`src/sv/assert_macros.svh`:
```
// assertion macros used by the top level rtl file
`ifndef ASSERT_MACROS_SVH
`define ASSERT_MACROS_SVH

// property must hold at every rising clock edge outside reset
`define ASSERT_HOLDS(lbl, clk, rst_n, prop) \
    lbl: assert property (@(posedge clk) disable iff (!rst_n) prop) \
        else $error("property violated");

// condition must never be seen outside reset
`define ASSERT_NEVER(lbl, clk, rst_n, cond) \
    lbl: assert property (@(posedge clk) disable iff (!rst_n) !(cond)) \
        else $error("forbidden condition seen");

`endif

```
`src/sv/ibfp_pkg.sv`:
```
// shared types and constants of the imu bcd frame parser
package ibfp_pkg;

    localparam int BYTE_W      = 8;
    localparam int VALUE_W     = 19;
    localparam int MAG_W       = 18;
    localparam int NUM_PAYLOAD = 9;
    localparam int GROUP_BYTES = 3;
    localparam int NUM_GROUPS  = NUM_PAYLOAD / GROUP_BYTES;
    localparam int PAY_IDX_W   = $clog2(NUM_PAYLOAD);
    localparam int TDATA_OUT_W = ((BYTE_W + NUM_GROUPS * VALUE_W + 7) / 8) * 8;
    localparam int CFG_ADDR_W  = 8;

    localparam logic [BYTE_W-1:0] HEADER_RESET   = 8'h68;
    localparam logic [BYTE_W-1:0] DATA_CMD_RESET = 8'h84;
    localparam logic [BYTE_W-1:0] REPLY_ID_A     = 8'h8c;
    localparam logic [BYTE_W-1:0] REPLY_ID_B     = 8'h8b;
    localparam logic [BYTE_W-1:0] REPLY_ID_C     = 8'h28;

    localparam logic [BYTE_W-1:0] POS_LENGTH    = 8'd1;
    localparam logic [BYTE_W-1:0] POS_FIRST     = 8'd2;
    localparam logic [BYTE_W-1:0] POS_CMD       = 8'd3;
    localparam logic [BYTE_W-1:0] POS_PAY_FIRST = 8'd4;
    localparam logic [BYTE_W-1:0] POS_PAY_LAST  = 8'd12;
    localparam logic [BYTE_W-1:0] MIN_CMD_LEN   = 8'd4;
    localparam logic [BYTE_W-1:0] MIN_DATA_LEN  = 8'd13;

    localparam logic [CFG_ADDR_W-1:0] CFG_HEADER   = 8'd0;
    localparam logic [CFG_ADDR_W-1:0] CFG_DATA_CMD = 8'd1;

    localparam logic KIND_DATA  = 1'b0;
    localparam logic KIND_REPLY = 1'b1;

    typedef logic [NUM_PAYLOAD-1:0][BYTE_W-1:0] t_payload;
    typedef logic [GROUP_BYTES-1:0][BYTE_W-1:0] t_group;

    typedef struct packed {
        logic [BYTE_W-1:0] header;
        logic [BYTE_W-1:0] data_cmd;
    } t_cfg;

    typedef struct packed {
        logic              hit;
        logic              kind;
        logic [BYTE_W-1:0] cmd;
    } t_frame_done;

endpackage

```
`src/sv/ibfp_frame_fsm.sv`:
```
// frame tracker: header hunt, length, checksum, command and payload capture
module ibfp_frame_fsm
    import ibfp_pkg::*;
(
    input  logic              i_clk,
    input  logic              i_rst_n,
    input  logic              i_step,
    input  logic [BYTE_W-1:0] i_byte,
    input  t_cfg              i_cfg,
    output t_frame_done       o_done,
    output t_payload          o_payload
);

    logic              r_in_frame, n_in_frame;
    logic [BYTE_W-1:0] r_pos, n_pos;
    logic [BYTE_W-1:0] r_len, n_len;
    logic [BYTE_W-1:0] r_sum, n_sum;
    logic [BYTE_W-1:0] r_cmd, n_cmd;
    t_payload          r_payload;

    logic                 w_body;
    logic [PAY_IDX_W-1:0] w_pay_off;
    logic                 w_reply;

    assign w_body    = r_in_frame && (r_pos != POS_LENGTH) && (r_pos < r_len);
    assign w_pay_off = PAY_IDX_W'(r_pos - POS_PAY_FIRST);
    assign w_reply   = (r_cmd == REPLY_ID_A) || (r_cmd == REPLY_ID_B) || (r_cmd == REPLY_ID_C);

    always_comb begin
        n_in_frame  = r_in_frame;
        n_pos       = r_pos;
        n_len       = r_len;
        n_sum       = r_sum;
        n_cmd       = r_cmd;
        o_done.hit  = 1'b0;
        o_done.kind = KIND_DATA;
        o_done.cmd  = r_cmd;
        if (i_step) begin
            if (!r_in_frame) begin
                if (i_byte == i_cfg.header) begin
                    n_in_frame = 1'b1;
                    n_pos      = POS_LENGTH;
                    n_sum      = '0;
                end
            end else if (r_pos == POS_LENGTH) begin
                n_len = i_byte;
                if (i_byte < MIN_CMD_LEN) begin
                    // too short to carry a command, back to hunting
                    n_in_frame = 1'b0;
                    n_pos      = '0;
                end else begin
                    n_sum = i_byte;
                    n_pos = POS_FIRST;
                end
            end else if (r_pos < r_len) begin
                n_sum = r_sum + i_byte;
                if (r_pos == POS_CMD) begin
                    n_cmd = i_byte;
                end
                n_pos = r_pos + 8'd1;
            end else begin
                // checksum word closes the frame
                n_in_frame = 1'b0;
                n_pos      = '0;
                if (r_sum == i_byte) begin
                    if (r_cmd == i_cfg.data_cmd) begin
                        o_done.hit  = (r_len >= MIN_DATA_LEN);
                        o_done.kind = KIND_DATA;
                    end else if (w_reply) begin
                        o_done.hit  = 1'b1;
                        o_done.kind = KIND_REPLY;
                    end
                end
            end
        end
    end

    always_ff @(posedge i_clk) begin
        if (!i_rst_n) begin
            r_in_frame <= 1'b0;
            r_pos      <= '0;
            r_len      <= '0;
            r_sum      <= '0;
            r_cmd      <= '0;
        end else begin
            r_in_frame <= n_in_frame;
            r_pos      <= n_pos;
            r_len      <= n_len;
            r_sum      <= n_sum;
            r_cmd      <= n_cmd;
        end
    end

    always_ff @(posedge i_clk) begin
        if (i_step && w_body && (r_pos >= POS_PAY_FIRST) && (r_pos <= POS_PAY_LAST)) begin
            r_payload[w_pay_off] <= i_byte;
        end
    end

    assign o_payload = r_payload;

endmodule

```
`src/sv/ibfp_bcd_group.sv`:
```
// one sign nibble and five bcd digits to a signed 19 bit value
module ibfp_bcd_group
    import ibfp_pkg::*;
(
    input  t_group                     i_bytes,
    output logic signed [VALUE_W-1:0]  o_value
);

    logic [3:0]       w_sign;
    logic [3:0]       w_d1, w_d2, w_d3, w_d4, w_d5;
    logic [MAG_W-1:0] w_mag;

    assign w_sign = i_bytes[0][7:4];
    assign w_d1   = i_bytes[0][3:0];
    assign w_d2   = i_bytes[1][7:4];
    assign w_d3   = i_bytes[1][3:0];
    assign w_d4   = i_bytes[2][7:4];
    assign w_d5   = i_bytes[2][3:0];

    // digits are weighted as given, even above nine
    assign w_mag = MAG_W'(w_d1) * MAG_W'(10000) + MAG_W'(w_d2) * MAG_W'(1000)
                 + MAG_W'(w_d3) * MAG_W'(100) + MAG_W'(w_d4) * MAG_W'(10)
                 + MAG_W'(w_d5);

    assign o_value = (w_sign == 4'd1) ? -$signed({1'b0, w_mag}) : $signed({1'b0, w_mag});

endmodule

```
`src/sv/imu_bcd_frame_parser_unit.sv`:
```
// top level of the imu bcd frame parser
//
// channel  dir  handshake              payload
// s        in   i_s_tvalid/o_s_tready  i_s_tdata: rx_byte
// m        out  o_m_tvalid/i_m_tready  o_m_tdata, o_m_tuser: decoded frame
// cfg      in   i_cfg_valid/o_cfg_ready i_cfg_addr, i_cfg_data
//
// one word per cycle while the result is not stalled: input register, one pass of frame logic, result register
// a result passes the input register and then the result register once the checksum word is taken
// reset (synchronous, active low) clears parse state and config to defaults
// a stalled result holds its register; input is still accepted until the input
// register is also full
module imu_bcd_frame_parser_unit
    import ibfp_pkg::*;
(
    input  logic                   i_clk,
    input  logic                   i_rst_n,
    input  logic                   i_s_tvalid,
    output logic                   o_s_tready,
    input  logic [BYTE_W-1:0]      i_s_tdata,    // [7:0] rx_byte
    output logic                   o_m_tvalid,
    input  logic                   i_m_tready,
    output logic [TDATA_OUT_W-1:0] o_m_tdata,    // [7:0] command_id, [26:8] rate_centi,
                                                 // [45:27] accel_milli_g,
                                                 // [64:46] heading_centi, rest zero
    output logic                   o_m_tuser,    // [0] frame_kind
    input  logic                   i_cfg_valid,
    output logic                   o_cfg_ready,
    input  logic [CFG_ADDR_W-1:0]  i_cfg_addr,
    input  logic [BYTE_W-1:0]      i_cfg_data
);

    t_cfg                       r_cfg;
    logic                       r_in_valid;
    logic [BYTE_W-1:0]          r_in_byte;
    logic                       r_out_valid;
    logic                       r_out_kind;
    logic [BYTE_W-1:0]          r_out_cmd;
    logic signed [VALUE_W-1:0]  r_out_val [NUM_GROUPS];

    logic                       w_advance;
    logic                       w_step;
    t_frame_done                w_done;
    t_payload                   w_payload;
    logic signed [VALUE_W-1:0]  w_grp [NUM_GROUPS];

    assign w_advance   = !r_out_valid || i_m_tready;
    assign w_step      = r_in_valid && w_advance;
    assign o_s_tready  = !r_in_valid || w_advance;
    assign o_cfg_ready = 1'b1;

    always_ff @(posedge i_clk) begin
        if (!i_rst_n) begin
            r_cfg.header   <= HEADER_RESET;
            r_cfg.data_cmd <= DATA_CMD_RESET;
        end else if (i_cfg_valid) begin
            if (i_cfg_addr == CFG_HEADER) begin
                r_cfg.header <= i_cfg_data;
            end else if (i_cfg_addr == CFG_DATA_CMD) begin
                r_cfg.data_cmd <= i_cfg_data;
            end
        end
    end

    always_ff @(posedge i_clk) begin
        if (!i_rst_n) begin
            r_in_valid <= 1'b0;
        end else if (o_s_tready) begin
            r_in_valid <= i_s_tvalid;
        end
    end

    always_ff @(posedge i_clk) begin
        if (o_s_tready && i_s_tvalid) begin
            r_in_byte <= i_s_tdata;
        end
    end

    ibfp_frame_fsm u_fsm (
        .i_clk     (i_clk),
        .i_rst_n   (i_rst_n),
        .i_step    (w_step),
        .i_byte    (r_in_byte),
        .i_cfg     (r_cfg),
        .o_done    (w_done),
        .o_payload (w_payload)
    );

    for (genvar g = 0; g < NUM_GROUPS; g++) begin : g_grp
        ibfp_bcd_group u_grp (
            .i_bytes (w_payload[g*GROUP_BYTES +: GROUP_BYTES]),
            .o_value (w_grp[g])
        );
    end

    always_ff @(posedge i_clk) begin
        if (!i_rst_n) begin
            r_out_valid <= 1'b0;
        end else if (w_advance) begin
            r_out_valid <= w_done.hit;
        end
    end

    always_ff @(posedge i_clk) begin
        if (w_advance && w_done.hit) begin
            r_out_kind <= w_done.kind;
            r_out_cmd  <= w_done.cmd;
            for (int k = 0; k < NUM_GROUPS; k++) begin
                // reply frames carry no readings
                r_out_val[k] <= (w_done.kind == KIND_REPLY) ? '0 : w_grp[k];
            end
        end
    end

    assign o_m_tvalid = r_out_valid;
    assign o_m_tuser  = r_out_kind;
    assign o_m_tdata  = TDATA_OUT_W'({r_out_val[2], r_out_val[1], r_out_val[0], r_out_cmd});

`include "assert_macros.svh"

    `ASSERT_HOLDS(a_result_from_step, i_clk, i_rst_n, $rose(r_out_valid) |-> $past(w_step))
    `ASSERT_HOLDS(a_in_reg_kept, i_clk, i_rst_n, (r_in_valid && !w_advance) |=> (r_in_valid && $stable(r_in_byte)))
    `ASSERT_NEVER(a_reply_no_values, i_clk, i_rst_n, r_out_valid && (r_out_kind == KIND_REPLY) && ((r_out_val[0] != '0) || (r_out_val[1] != '0) || (r_out_val[2] != '0)))
    `ASSERT_NEVER(a_data_cmd_match, i_clk, i_rst_n, r_out_valid && (r_out_kind == KIND_DATA) && (r_out_cmd != r_cfg.data_cmd))

endmodule

```
`config.mk`:
```
export PLATFORM = sky130hd
export DESIGN_NAME = imu_bcd_frame_parser_unit
export DESIGN_NICKNAME = d
export VERILOG_FILES = /design/src/sv/ibfp_pkg.sv /design/src/sv/ibfp_frame_fsm.sv /design/src/sv/ibfp_bcd_group.sv /design/src/sv/imu_bcd_frame_parser_unit.sv
export VERILOG_INCLUDE_DIRS = /design/src /design/src/sv
export SDC_FILE = /design/constraint.sdc
export NUM_CORES = 1
export LEC_CHECK = 0
export CAP_MARGIN = 20
export CORE_ASPECT_RATIO = 1.4
export CORE_MARGIN = 8
export CORE_UTILIZATION = 35
export CTS_CLUSTER_DIAMETER = 200
export CTS_CLUSTER_SIZE = 20
export DETAILED_ROUTE_END_ITERATION = 12
export DONT_BUFFER_PORTS = 1
export MAX_ROUTING_LAYER = met4
export PLACE_DENSITY = 0.59
export SLEW_MARGIN = 40
export SYNTH_ARGS = -nofsm -noshare
export SYNTH_HDL_FRONTEND = slang
export SYNTH_SLANG_ARGS = --single-unit
export TNS_END_PERCENT = 100
```
`constraint.sdc`:
```
create_clock -name i_clk -period 9.9 [get_ports i_clk]
set_input_delay 0.495 -clock i_clk [delete_from_list [all_inputs] [get_ports i_clk]]
set_output_delay 0.495 -clock i_clk [all_outputs]
set_load 0.1 [all_outputs]
```
==> results of run 1 <==
==> area by class of cell <==
class	count	share of cell area [%]
clock buffers	17	2.331
clock inverters	15	1.001
inverters	198	4.073
multi-input cells	1114	53.65
flip-flops and latches	197	29.63
well taps	617	4.230
repair buffers	46	5.087
==> cell usage after synthesis, types with 30 or more instances <==
master and count:
nor2_1 115, mux2i_1 30, ha_1 221, edfxtp_1 146, fa_1 82, xor2_1 52, xnor2_1 97, nor2b_1 39
inv_1 198, dfxtp_1 51, nand2_1 79, a21oi_1 77
==> registers in the layout, summed over array words and instances (netlist names) <==
| register | cells |
|---|---|
| u_fsm.o_payload | 72 |
| r_out_cmd | 8 |
| o_m_tvalid | 1 |
| r_in_byte | 8 |
| r_in_valid | 1 |
| r_cfg | 16 |
| u_fsm.r_cmd | 8 |
| u_fsm.r_pos | 8 |
| o_m_tuser | 1 |
| r_out_val | 57 |
| u_fsm.r_in_frame | 1 |
| u_fsm.r_len | 8 |
| u_fsm.r_sum | 8 |
==> power by group through the flow <==
stage          Sequential [uW]  Combinational, uW  Clock, uW
6_report                   887               49.2        709
5_1_grt                    888               53.2        758
4_1_cts                    887               50.6        734
3_5_place_dp               906               50.4          0
3_3_place_gp               907               48.4          0
2_1_floorplan              910               30.7          0
==> worst min path at each step <==
stage	to	depth (start not counted)	startpoint	slack, ps
6_report	r_cfg[7]	1	i_rst_n	120
2_1_floorplan	u_fsm.r_sum[0]	2	u_fsm.r_sum[0]	440
3_5_place_dp	u_fsm.r_sum[3]	2	u_fsm.r_sum[3]	460
3_3_place_gp	u_fsm.r_sum[0]	2	u_fsm.r_sum[0]	450
4_1_cts	r_cfg[7]	1	i_rst_n	60
5_1_grt	r_cfg[2]	1	i_rst_n	90
==> metrics by stage <==
step           std cells  total power, uW
2_1_floorplan       1543            941.1
3_3_place_gp        2137            955.6
3_5_place_dp        2169            956.5
4_1_cts             2201             1672
5_1_grt             2204             1699
6_report            2204             1645
==> layer usage <==
metal,vias up,global-route usage [%],wire length (um)
met1,5095,14.23,13860
met3,49,2.070,1001
li1,5336,-,-
met2,140,24.82,18390
met4,0,4.840,731
met5,-,-,0
==> worst max-delay path: stages, from the launching register on <==
cell and delay, ps:
edfxtp_1 520, ha_1 340, fa_1 530, inv_1 60, fa_1 530, inv_1 50, fa_1 500, inv_1 60
fa_1 520, inv_1 40, ha_1 360, a21oi_4 290, o21ai_2 110, a2111oi_0 440, o22ai_1 240, a21oi_1 260
nand3_1 150, nor3b_1 340, or3_1 160, a21oi_1 60
==> logic make-up (layout without fill, tap and decap cells) <==
group / Yosys count / after routing
flip-flops: 197 / 197
multiplexers: 31 / 31
adder cells (fa/ha/maj): 303 / 303
AO/OA/AOI/OAI: 253 / 253
other: 2 / 8
AND/OR/NAND/NOR: 369 / 369
XOR/XNOR: 150 / 150
buffers and inverters: 232 / 276
==> out/results.txt, run 1 <==
arrival time of the worst setup path = 6040 ps
hold_buf cts = 0
Iteration-0 DRC Markers = 471
Antenna Nets Post-Route = 0
Final period util = 59.10%
Final Max Slew Viols = 0
Slew @ Worst Pin = 897.4 ps
status = finished, final reports clean
RSZ-0062 raised after global routing = false
largest net degree at the start of global routing = 67
fin nets = 1,906
Port Buffers = 0
Max IR drop VDD = 0.1303 mV
Antenna Cells = 0
Die Ht = 269.3 um
Max Buffers Root-to-Sink = 2
commonest non-fill, non-tap cell in the layout = ha_1
Max Fclk = 0.1709 GHz
Die Area = 0.05301 mm^2
gr usage total = 13.44%
grt ovf = 0
Switch Pwr = 406.1 uW
EDFF count, synth = 146
Worst Path Class, Setup = register to register
most frequent cells in the layout = 221 x ha_1, 198 x inv_1, 146 x edfxtp_1
first-pass GRT wire length = 55,650 um
routed wire length = 33,990 um
count of cell types in the netlist = 87
PD cells = 90.12 mW/mm^2
die width = 196.9 um
Comb power frac = 3.0%
CTS tree = yes
layout cells sized above 1 = 8.192%
H-tree levels = 4
R2R setup slack = 4050 ps
dpl ws = 4039 ps
largest family of logic cells by synthesized area = adder cells
leak pwr = 0.007619 uW
GPL Wtd Cong = 0.8353
DPL Wire Length = 26,590 um
Post-CTS Setup Bufs = 0
Final min period = 5851 ps
multi-input logic area = 0.009791 mm^2
post-synthesis sequential area ratio = 33.71%
TritonCTS Sinks = 197
largest cells by area after synthesis = edfxtp_1 27%, ha_1 17%, fa_1 10%
RR Endpoint = r_out_val[0][16]
final instance area = 0.01825 mm^2
Synth Instances = 1,537
crit end category = register
Net Sw Frac = 24.69%
Post-Synth Adder-Cell Area = 27.48%
Slew headroom = 40.30%
final hold vios = 0
Max FO, Critical Path = 6
#FFs+latches synth = 197
worst min path class = input pin to register
Avg Cell Area, Syn = 10.43 um^2
clock insertion delay at the later pin of the skew report = 460 ps
Num CTS Buffers = 17
post_cts resized = 0
simple-gate share of the synthesized area = 11.67%
Setup crit end = r_out_val[0][16]
IO Count = 105
Worst-path clk slew = 80 ps
Via-to-Cell Ratio = 4.819
vias in the first global route = 11,040
register area = 0.005406 mm^2
# rows = 93
synth warn = 0
Main synth FF type = edfxtp_1
Worst Path Required = 10,090 ps
area grow syn2layout = 13.81%
Fin Setup TNS = 0 ps
mux cell area share after synthesis = 1.943%
initial antenna violation count = 0
Critical Path Start Type = register
area leader, netlist = edfxtp_1
Core Area = 0.04561 mm^2
drt drc = 0
filler instances = 4,405
root buf cell = clkbuf_16
1st-pass router iterations = 4
WL/cell = 15.42 um
compound-cell area share of the yosys netlist = 11.22%
ys async rst share = 0%
synthesized area = 0.01603 mm^2
endpoints failing setup = 0
CP Launch Point = u_fsm.o_payload[14]
sequential share of power = 53.9%
post-placement cell area = 0.01755 mm^2
post-synth top area share = 27.34%
Pint = 1239 uW
final setup margin = 4049 ps
Max-Cap Viols = 0
Initial Util = 35.15%
XOR/XNOR Fraction of Synth Area = 8.240%
skew final = 15.88 ps
Register-to-Register Path Depth = 19
via count = 10,620
final design utilization = 40.01%
worst reg2reg startpoint = u_fsm.o_payload[14]
worst hold slack = 119.2 ps
clock power share = 43.1%
No activity file was read; power rests on OpenSTA's default activity.
==> run 2, diff against run 1 <==
Settings changed: ABC_AREA from default to 1, PLACE_DENSITY 0.59 to 0.61.
Clock period 9.9 ns to 5.2 ns, I/O delays scaled along.
==> run 2 against run 1 <==
  * Combinational power up 51%
  * Wire length rose by 22%
  * Clock skew grew 4.8 ps
  * Fmax is 17% higher
  * Count of clock-buffer cells in the layout grew 4
  * Sequential power up 92%
  * Clock power grew 90%
  * Sequential share of layout area shrank 3.8 points
  * Largest cell class unchanged
  * Setup slack lost 3800 ps
  * Sequential cell count unchanged
  * Worst hold slack got worse by 110 ps
  * Final cell count is 28% higher
==> out/results.txt, run 2 <==
status = finished, final reports clean
skew final = 20.68 ps (+4.798 ps)
Max-Cap Viols = 0 (unchanged)
area leader, netlist = edfxtp_1
Worst Path Class, Setup = register to register
synth warn = 0 (unchanged)
filler instances = 4,629 (+5.1%)
1st-pass router iterations = 5 (+1)
Pint = 2399 uW (+94%)
Net Sw Frac = 23.23% (-1.5 points)
synth cell count leaders = 455 x nand2_1, 371 x inv_1, 221 x ha_1, 192 x nor2_1, 146 x edfxtp_1
# rows = 95 (+2.2%)
layout cells sized above 1 = 14.50% (+6.3 points)
root buf cell = clkbuf_16
RSZ-0062 raised after global routing = true
ys async rst share = 0% (unchanged)
count of cell types in the netlist = 49 (-44%)
TritonCTS Sinks = 197 (unchanged)
routed wire length = 41,390 um (+22%)
Final Max Slew Viols = 0 (unchanged)
IO Count = 105 (unchanged)
post-synthesis sequential area ratio = 32.03% (-1.7 points)
Initial Util = 35.32% (+0.16 points)
Slew headroom = 38.94% (-1.4 points)
gr usage total = 15.13% (+1.7 points)
grt ovf = 0 (unchanged)
Max IR drop VDD = 0.2617 mV (+100%)
worst min path class = input pin to register
Num CTS Buffers = 17 (unchanged)
Worst-path clk slew = 80 ps (about the same)
Port Buffers = 0 (unchanged)
drt drc = 0 (unchanged)
post-synth top area share = 25.98% (-1.4 points)
largest net degree at the start of global routing = 62 (-7.5%)
Synth Instances = 2,053 (+34%)
vias in the first global route = 13,720 (+24%)
Worst Path Required = 5410 ps (-4680 ps)
Switch Pwr = 726.0 uW (+79%)
Antenna Nets Post-Route = 0 (unchanged)
fin nets = 2,505 (+31%)
Final period util = 95.76% (+37 points)
final hold vios = 0 (unchanged)
most common cell in the netlist = nand2_1
Max Fclk = 0.2008 GHz (+17%)
Core Area = 0.04778 mm^2 (+4.8%)
WL/cell = 14.70 um (-4.7%)
Critical Path Start Type = register
arrival time of the worst setup path = 5190 ps (-850 ps)
Fin Setup TNS = 0 ps (unchanged)
clock insertion delay at the later pin of the skew report = 460 ps (about the same)
Avg Cell Area, Syn = 8.220 um^2 (-21%)
Die Ht = 275.8 um (+2.4%)
final std cells w/o fill = 2,816 (+28%)
Final min period = 4980 ps (-871.0 ps)
Max Buffers Root-to-Sink = 2 (unchanged)
H-tree levels = 4 (unchanged)
Max FO, Critical Path = 5 (-1)
DPL Wire Length = 32,740 um (+23%)
endpoints failing setup = 0 (unchanged)
sequential share of power = 54.4% (+0.5 points)
Comb power frac = 2.4% (-0.6 points)
crit end category = register
via count = 13,530 (+27%)
EDFF count, synth = 146 (unchanged)
Slew @ Worst Pin = 917.8 ps (+20.39 ps)
commonest non-fill, non-tap cell in the layout = nand2_1
synthesized area = 0.01687 mm^2 (+5.2%)
clock power share = 43.2% (about the same)
leak pwr = 0.009656 uW (+27%)
die width = 201.6 um (+2.4%)
Antenna Cells = 0 (unchanged)
initial antenna violation count = 0 (unchanged)
PD cells = 149.2 mW/mm^2 (+66%)
Die Area = 0.05560 mm^2 (+4.9%)
largest cells by area after synthesis = edfxtp_1 26%, ha_1 16%, nand2_1 10%
Placed Instances = 2,750 (+27%)
GPL Wtd Cong = 0.8712 (+4.3%)
Via-to-Cell Ratio = 4.805 (-0.27%)
Iteration-0 DRC Markers = 580 (+23%)
area grow syn2layout = 24.13%
max reg flops = 72 (unchanged)
Main synth FF type = edfxtp_1
first-pass GRT wire length = 66,390 um (+19%)
#FFs+latches synth = 197 (unchanged)
CTS tree = yes
most frequent cells in the layout = 415 x nand2_1, 366 x inv_1, 186 x ha_1
Tot Pwr = 3125 uW (+90%)
-- run 2: cell types whose count changed after synthesis, moves of 15 or more --
| cell | previous run | this run |
|---|---|---|
| a21boi_0 | 16 | 1 |
| a21o_1 | 23 | 2 |
| a21oi_1 | 77 | 96 |
| inv_1 | 198 | 371 |
| mux2i_1 | 30 | 0 |
| nand2_1 | 79 | 455 |
| nand3_1 | 22 | 127 |
| nand4_1 | 7 | 26 |
| nor2_1 | 115 | 192 |
| nor2b_1 | 39 | 0 |
| o21ai_0 | 29 | 58 |
| xnor2_1 | 97 | 25 |
-- run 2: path summary, 6_finish.rpt --
kind,depth (start not counted),slack [ps],from,end
max reg2reg,25,220,u_fsm.o_payload[15],r_out_val[0][18]
max,25,220,u_fsm.o_payload[15],r_out_val[0][18]
min reg2reg,2,470,r_cfg[10],r_cfg[10]
min,2,6,i_cfg_data[5],r_cfg[5]
-- run 2: cells by family (layout without fill, tap and decap cells) --
family / count (synthesis) / after routing / share of synthesized area [%]
simple gates: 870 / 870 / 21.86
buf+inv: 407 / 534 / 9.431
fa+ha+maj: 303 / 303 / 26.11
flops: 197 / 197 / 32.03
compound gates: 187 / 187 / 6.006
xor+xnor: 87 / 87 / 4.515
other cells: 2 / 8 / 0.04450
-- run 2: per-layer routing --
| layer | GRT usage (%) | share of wire, % |
|---|---|---|
| met5 | - | 0 |
| met4 | 4.891 | 2.4 |
| met3 | 2.020 | 3.0 |
| met2 | 29.42 | 55 |
| met1 | 15.45 | 39 |
-- run 2: final cells by class --
class | count | area (um^2) | share of cell area, %
multi-input combinational | 1455 | 10710 | 51.13
timing repair buffer | 125 | 2023 | 9.659
inverter | 377 | 1418 | 6.768
tap | 630 | 788.3 | 3.763
clock inverter | 11 | 110.1 | 0.5257
clock buffer | 21 | 491.7 | 2.348
sequential | 197 | 5406 | 25.81
-- run 2: critical path: stages (launching register included) --
cell and delay [ps]:
edfxtp_1 420, fa_1 570, inv_1 60, fa_1 500, inv_1 60, ha_4 250
a21oi_1 150, nand2_1 110, a21oi_1 140, o21bai_1 100, nand2_1 70, nand2_1 50
a21oi_2 120, xnor2_1 150, ha_1 260, ha_1 330, ha_4 310, nand2_1 90
nor2_1 130, nand3_1 110, nand4_1 110, nand2_2 120, nor2_4 140, nand3_2 110
nor2_1 150, a21oi_2 100
-- run 2: metrics by stage --
stage          worst slack, ps  cell area [um^2]  hold WS (ps)  utilization (%)
2_1_floorplan            268.5             16900         358.9                -
3_3_place_gp             13.78             17860         351.0            37.38
3_5_place_dp            -41.39             19130         356.4            40.03
4_1_cts                 0.7647             19960         1.669            41.78
5_1_grt                 -114.8             20950         12.37            43.84
6_report                 220.4             20950         6.402            43.84
-- run 2: power groups by stage --
stage	logic, uW	clock network [uW]	registers, uW
2_1_floorplan	57.2	0	1720
3_3_place_gp	56.2	0	1740
3_5_place_dp	59.3	0	1740
4_1_cts	74.4	1380	1700
5_1_grt	80.1	1430	1700
6_report	74.2	1350	1700
-- run 2: repair_timing --
action                     CTS  global route
hold endpoints to repair    43             0
hold buffers                20             0
resized for setup            7           163
setup endpoints to repair    5            25
pin swaps                    0            35
buffers inserted             1             5
